## src/hdl/tpt_ram.sv

```systemverilog
// Generic single-write, single-read RAM with registered read data.
`timescale 1ns / 1ps
module tpt_ram #(
   parameter int WIDTH = 8,
   parameter int DEPTH = 16
) (
   input  logic                     clock,
   input  logic                     wr_en,
   input  logic [$clog2(DEPTH)-1:0] wr_addr,
   input  logic [WIDTH-1:0]         wr_data,
   input  logic                     rd_en,
   input  logic [$clog2(DEPTH)-1:0] rd_addr,
   output logic [WIDTH-1:0]         rd_data
);

   logic [WIDTH-1:0] mem_ff [DEPTH];
   logic [WIDTH-1:0] rd_data_ff;

   always_ff @(posedge clock) begin
      if (wr_en) begin
         mem_ff[wr_addr] <= wr_data;
      end
      if (rd_en) begin
         rd_data_ff <= mem_ff[rd_addr];
      end
   end

   assign rd_data = rd_data_ff;

endmodule

```

## config.mk

```make
export PLATFORM = sky130hd
export DESIGN_NAME = tpt_ram
export DESIGN_NICKNAME = d
export VERILOG_FILES = /design/src/hdl/tpt_ram.sv
export SDC_FILE = /design/constraint.sdc
export NUM_CORES = 1
export LEC_CHECK = 0
export BUFFER_PORTS_ARGS = -buffer_cell sky130_fd_sc_hd__buf_4
export CAP_MARGIN = 20
export CELL_PAD_IN_SITES_DETAIL_PLACEMENT = 0
export CELL_PAD_IN_SITES_GLOBAL_PLACEMENT = 1
export CORE_UTILIZATION = 40
export CTS_CLUSTER_SIZE = 12
export DETAILED_ROUTE_END_ITERATION = 8
export PLACE_DENSITY = 0.6
export SETUP_SLACK_MARGIN = 0.15
export SLEW_MARGIN = 40
export SYNTH_ARGS = -nofsm -noshare
export SYNTH_HDL_FRONTEND = slang
export SYNTH_SLANG_ARGS = --single-unit
```

## constraint.sdc

```tcl
create_clock -name clock -period 5.5 [get_ports clock]
set_clock_uncertainty 0.05 [all_clocks]
set_input_delay 0.825 -clock clock [delete_from_list [all_inputs] [get_ports clock]]
set_output_delay 0.825 -clock clock [all_outputs]
set_load 0.05 [all_outputs]
```

---- Word-level counts from Yosys, hierarchy flattened ----
Memory sizes are Yosys's and may differ from the RTL's. A register that Yosys moved wholly into a read port is not among the register bits.
Cells that the tools add are included.
storage, ports and cells
  memories kept ........................... 1
  flip-flop bits (word level) ............. 0
  word-level logic and storage cells ...... 3
  bits of input ports ..................... 19
  bits in writable memories ............... 128
  output and inout bits ................... 8
operators by class
  muxes and demuxes ....................... 2
memory list
  memory  words  width  read ports  clocked after Yosys merged registers in  wr ports  line  RTL
  mem_ff  16     8      1           1                                        1         16    logic [WIDTH-1:0] mem_ff [DEPTH];
operator list
  kind              number
  1-bit 2-to-1 mux  2

---- Depth between registers and ports, before layout ----
Gate-level depths: netlist (run 1).
  word-level depth ........................ 2
  gate-level depth with buffers ........... 5
  mapped depth without buffers ............ 3

---- Worst setup path before layout (run 1) ----
Ideal clock, no wire load.
  kind .................................... input-to-reg
  from .................................... input wr_addr[2]
  to ...................................... memory mem_ff[0][0], enable pin
  required time ........................... 5067 ps
  arrival ................................. 1935 ps
  path slack .............................. 3132 ps
  library setup time ...................... 383 ps
  stages .................................. 2
  path buffers ............................ 0
  cells stage by stage .................... or3b_2 nor3_1
RTL lines
  element             line  RTL
  start: declaration  9     input logic [$clog2(DEPTH)-1:0] wr_addr,
  end: declaration    16
Straight into the memory's write port.

==> metrics.txt, run 1 <==
met1 Usage GRT 0.224; final worst-path cycle share 0.411; NumNets Final roughly 280; post-DR wirelength/cell 22.0 um; antenna viol nets, final 0; placed instance area between 5000 and 6000 um2; Setup TNS 0 ns; Max Freq approximately 440 MHz; #FFs+latches synth 136; YS warnings 0; clock buffer depth 2; Hold Vio Cnt, Final 0; first-pass GRT wire length approximately 15000 um; area of the mapped netlist 5230 um2; pin count of the biggest net entering global routing 33; grt met2 use 0.257; Slowest-stage cell, CP mux4_1; Worst path top cell family by delay multiplexers; antenna violations before repair 0; Reg power frac 0.493; Mapped Avg Cell Area between 20 and 25 um2; total setup buffers inserted after CTS 0; type of the worst setup path input pin to flip-flop; Iter 0 DRT Violations 112; worst-path maximum fanout 32; most common cell after layout, fill and taps aside edfxtp_1; startpoint types input pin; total track usage 0.164; GR peak layer met2; drt total wl 9910 um; clock slew at the register clock pins of the worst setup and hold paths 0.06 ns; post-synth top area share 0.781; RSZ-0062 raised after global routing false; cells along the critical path buf_4 -> mux4_1 -> a22oi_1 -> nand2_1; asr flop ratio synth 0; Unique masters post-synth 18; Crit. End Element flip-flop; Net Sw Frac 0.195; Design Area, Final 6180 um2; clock root buffer clkbuf_16; area of the multi-input gates 1110 um2; Die Footprint 13500 um2; status completed; detailed placer's ending HPWL 6100 um; Clock Latency Late Sink 0.40 ns; met3 usage 0.0358; Psw 465 uW; register area share after synthesis 0.781; drt via density 5.20; CTS Hold Buffers Added 0; EDFF count, synth ~140; vias in the first global route about 2500; P&R area growth vs syn 18.3%; final setup fails 0; total number of vias 2341; Crit path required time between 5 and 6 ns; TritonCTS buffer count 17; first-pass iteration count of the detailed router 4; Crit path largest cell delay about 0.63 ns; Mapped Nets 248; LEAKAGE 2.02 nW; Clk pwr share 0.454; register area a little over 4000 um2; post-CTS resize count 0; die height 116 um; number of max-cap violations 0; logic gate share of total power 0.054; cell area power density a little under 400 nW/um2; Die X 116 um; Fill cells around 1100; ys flop type edfxtp_1; final RePlAce weighted congestion 0.671; share of post-route cells with drive strength above 1 0.306; worst rel slew slack 0.503; final core occ 0.488; ANT cells 0; worst hold path class input pin to flip-flop; most frequent cells in the layout 136 x edfxtp_1, 27 x buf_4, 18 x mux4_2; synth top area cells edfxtp_1 78%, mux4_2 7.8%, mux4_1 7.0%; CP bufs+invs 1; Worst VDD drop 199 uV; Final Max Tran Viols 0; # port buffers 26; Worst-Margin Slew approximately 0.74 ns; Syn Inst Count around 230; CP Data Arrival Time about 2.4 ns; htree depth 4; Final Critical Period 2.26 ns; core area between 10000 and 15000 um2; area leader, netlist edfxtp_1; CTS tree built; # IOs 27; row count 41; clock sink count 136; starting density of the core 0.413; Cell Int Power about 1.9 mW; total congestion overflow 0; # DRC 0
## kinds of logic (layout without fill, tap and decap cells)
family	after synthesis	after routing	share of synthesized area
buf+inv	10	59	0.0165
simple gates	35	35	0.0314
compound gates	16	16	0.0230
flops	136	136	0.781
mux	32	32	0.148
## power groups by stage
stage | Combinational (mW) | Sequential [mW] | Clock (mW)
global route | 0.138 | 1.18 | 1.14
CTS | 0.131 | 1.17 | 1.10
detailed placement | 0.130 | 1.20 | 0
global placement | 0.126 | 1.19 | 0
floorplan | 0.0589 | 1.21 | 0
finish | 0.128 | 1.17 | 1.08
## synthesized netlist by cell type (2+ instances only)
master,number
nand3b_1,2
edfxtp_1,136
buf_6,3
buf_2,3
nand2b_1,2
mux4_2,18
clkdlybuf4s25_2,3
mux4_1,14
nor3_1,4
nand2_1,9
nor2_1,13
a22oi_1,16
## registers in the layout, summed over array words and instances (netlist names)
signal   flops
mem_ff     128
rd_data      8
## per-layer routing
| metal | wire [um] | up-vias |
|---|---|---|
| li1 | - | 1055 |
| met1 | 4630 | 1241 |
| met2 | 4970 | 40 |
| met3 | 235 | 5 |
| met4 | 80 | 0 |
| met5 | 0 | - |
## per-stage QoR
stage / setup slack, ns / instances / total power, mW / hold WS, ns
after floorplan: 3.13 / 229 / 1.27 / 0.655
after global placement: 2.65 / 418 / 1.32 / 0.682
after detailed placement: 2.78 / 418 / 1.33 / 0.691
after CTS: 3.21 / 450 / 2.40 / 0.671
after global routing: 3.13 / 450 / 2.46 / 0.673
final: 3.24 / 450 / 2.38 / 0.686
## area by class of cell
cell class | count | area share
sequential | 136 | 0.660
clock inverter | 12 | 0.0214
timing repair buffer | 27 | 0.0328
multi-input combinational | 83 | 0.180
tap | 172 | 0.0348
clock buffer | 20 | 0.0706
## path summary, 6_finish.rpt
| check | slack [ns] | depth (start not counted) | start | endpoint |
|---|---|---|---|---|
| max reg2reg | 3.93 | 3 | mem_ff[11][7]$_DFFE_PP_ | rd_data[7]$_DFFE_PP_ |
| min | 0.69 | 1 | rd_en | rd_data[5]$_DFFE_PP_ |
| min reg2reg | 0.69 | 3 | mem_ff[14][6]$_DFFE_PP_ | rd_data[6]$_DFFE_PP_ |
| max | 3.24 | 4 | rd_addr[0] | rd_data[1]$_DFFE_PP_ |
No activity file was read; power rests on OpenSTA's default activity.
==> run 2: changes to the inputs <==
Clock period 5.5 ns to 2.3 ns, I/O delays scaled along.
==> run 2 against run 1 <==
Against the previous run:
- utilization increased by 0.82 points
- register-to-register slack worse by 3.2 ns
- sequential cell count unchanged
- die area did not move
- first-iteration DRC count is 59% higher
- cell area grew 1.7%
- sequential share of layout area shrank 1.1 points
- worst hold slack lost 0.50 ns
- critical endpoint is now rd_data[6]$_DFFE_PP_
==> metrics.txt, run 2 (synthesis results as in run 1) <==
detailed placer's ending HPWL 6700 um (+9.8%); clock root buffer clkbuf_16; # port buffers 26 (unchanged); CTS tree built; most common cell after layout, fill and taps aside edfxtp_1; total setup buffers inserted after CTS 0 (unchanged); LEAKAGE 2.13 nW (+5.2%); Die Footprint 13500 um2 (unchanged); number of max-cap violations 0 (unchanged); TritonCTS buffer count 17 (unchanged); M1 WL 4850 um (+4.9%); top layer in use met4; row count 41 (unchanged); pin count of the biggest net entering global routing 28 (-15%); CTS Hold Buffers Added 0 (unchanged); hold slack 0.183 ns (-0.502 ns); total number of vias 2466 (+5.3%); Biggest register mem_ff; Design Area, Final 6290 um2 (+1.7%); antenna violations before repair 0 (unchanged); type of the worst setup path flip-flop to flip-flop; Final Max Tran Viols 0 (unchanged); share of post-route cells with drive strength above 1 0.310 (+0.00424); vias in the first global route 2545 (+1.7%); worst-path maximum fanout 1 (-97%); total congestion overflow 0 (unchanged); Final Critical Period about 1.6 ns; clock buffer depth 2 (unchanged); P&R area growth vs syn 20.3%; cell area power density 890 nW/um2 (+130%); Setup TNS 0 ns (unchanged); post-DR wirelength/cell 22.5 um (+1.9%); Largest register FFs 128 (unchanged); Crit path largest cell delay 0.47 ns (-0.16 ns); Iter 0 DRT Violations 178 (+59%); Clock Latency Late Sink 0.40 ns (about the same); Slowest-stage cell, CP mux4_2; clock sink count 136 (unchanged); final setup fails 0 (unchanged); ANT cells 0 (unchanged); final RePlAce weighted congestion 0.703 (+4.8%); Worst VDD drop 510 uV (+160%); Max Freq 640 MHz; NumNets Final 307 (+8.1%); Fill cells 1041 (-1.7%); first-pass GRT wire length 16000 um (+7.3%); final core occ 0.496 (+0.00820); first-pass iteration count of the detailed router 5 (+1); Hold Vio Cnt, Final 0 (unchanged); most frequent cells in the layout 136 x edfxtp_1, 49 x buf_4, 18 x mux4_2; status completed; post-CTS resize count 0 (unchanged); worst rel slew slack 0.677 (+0.174); startpoint types flip-flop; worst hold path class input pin to flip-flop; clock slew at the register clock pins of the worst setup and hold paths 0.05 ns (about the same); # IOs 27 (unchanged); CP Data Arrival Time 1.66 ns (-0.69 ns); Met3 Wirelength 684 um (+190%); Worst-Margin Slew 0.482 ns (-0.261 ns); core area 12700 um2 (unchanged); # DRC 0 (unchanged); drt via density 5.22 (+0.43%); Crit path required time 2.40 ns (-3.19 ns); htree depth 4 (unchanged); R2R Setup Slk 0.74 ns (-3.19 ns); final worst-path cycle share 0.679; total track usage 0.178 (+0.0142); Die X 116 um (unchanged); antenna viol nets, final 0 (unchanged); Crit. End Element flip-flop; overall power 5.60 mW (+130%); drt total wl 10600 um (+6.9%); starting density of the core 0.413 (unchanged); cells along the critical path mux4_2 -> a22oi_1 -> buf_4 -> nand2_1; met2 wire len 4850 um (-2.4%); placed instance area 5740 um2 (+2.4%); RSZ-0062 raised after global routing false; die height 116 um (unchanged)
[run 2: cell types whose count changed in the layout (fill, tap and decap cells not counted), sizes merged]
cell	change
buf	+23
bufinv	-1
clkinv	+1
clkbuf	-1
[run 2: layer usage]
| layer | GRT usage | up-vias |
|---|---|---|
| li1 | - | 1097 |
| met1 | 0.256 | 1265 |
| met2 | 0.255 | 91 |
| met3 | 0.0514 | 13 |
| met4 | 0.0735 | 0 |
| met5 | 0 | - |
[run 2: final cells by class]
class | instances | area, um2 | area share
Sequential cell | 136 | 4080 | 0.650
Multi-Input combinational cell | 83 | 1060 | 0.168
Clock buffer | 19 | 433 | 0.0689
Timing Repair Buffer | 50 | 388 | 0.0617
Tap cell | 172 | 215 | 0.0342
Clock inverter | 12 | 110 | 0.0175
[run 2: final timing paths]
kind | end | start | cells past startpoint
min | mem_ff[13][3]$_DFFE_PP_ | wr_data[3] | 1
min reg2reg | rd_data[1]$_DFFE_PP_ | mem_ff[11][1]$_DFFE_PP_ | 3
max reg2reg | rd_data[6]$_DFFE_PP_ | mem_ff[2][6]$_DFFE_PP_ | 4
max | rd_data[6]$_DFFE_PP_ | mem_ff[2][6]$_DFFE_PP_ | 4
[run 2: stage by stage]
step / cells / setup slack, ns
2_1_floorplan: 229 / 0.412
3_3_place_gp: 441 / 0.341
3_5_place_dp: 441 / 0.327
4_1_cts: 472 / 0.733
5_1_grt: 472 / 0.708
6_report: 472 / 0.739
[run 2: report_power, final]
| group | switching [mW] | internal, mW | leakage (nW) | total (mW) |
|---|---|---|---|---|
| clock network | 0.913 | 1.56 | 0.264 | 2.47 |
| registers | 0.0143 | 2.79 | 1.24 | 2.81 |
| logic | 0.186 | 0.129 | 0.625 | 0.316 |
| total | 1.11 | 4.49 | 2.13 | 5.60 |
[run 2: critical path: cells and delay by family (launching register included)]
family / cells / cell delay [ns]
muxes: 1 / 0.47
DFF: 1 / 0.37
AOI/OAI and AO/OA: 1 / 0.20
buffers and inverters: 1 / 0.17
and+or+nand+nor: 1 / 0.06
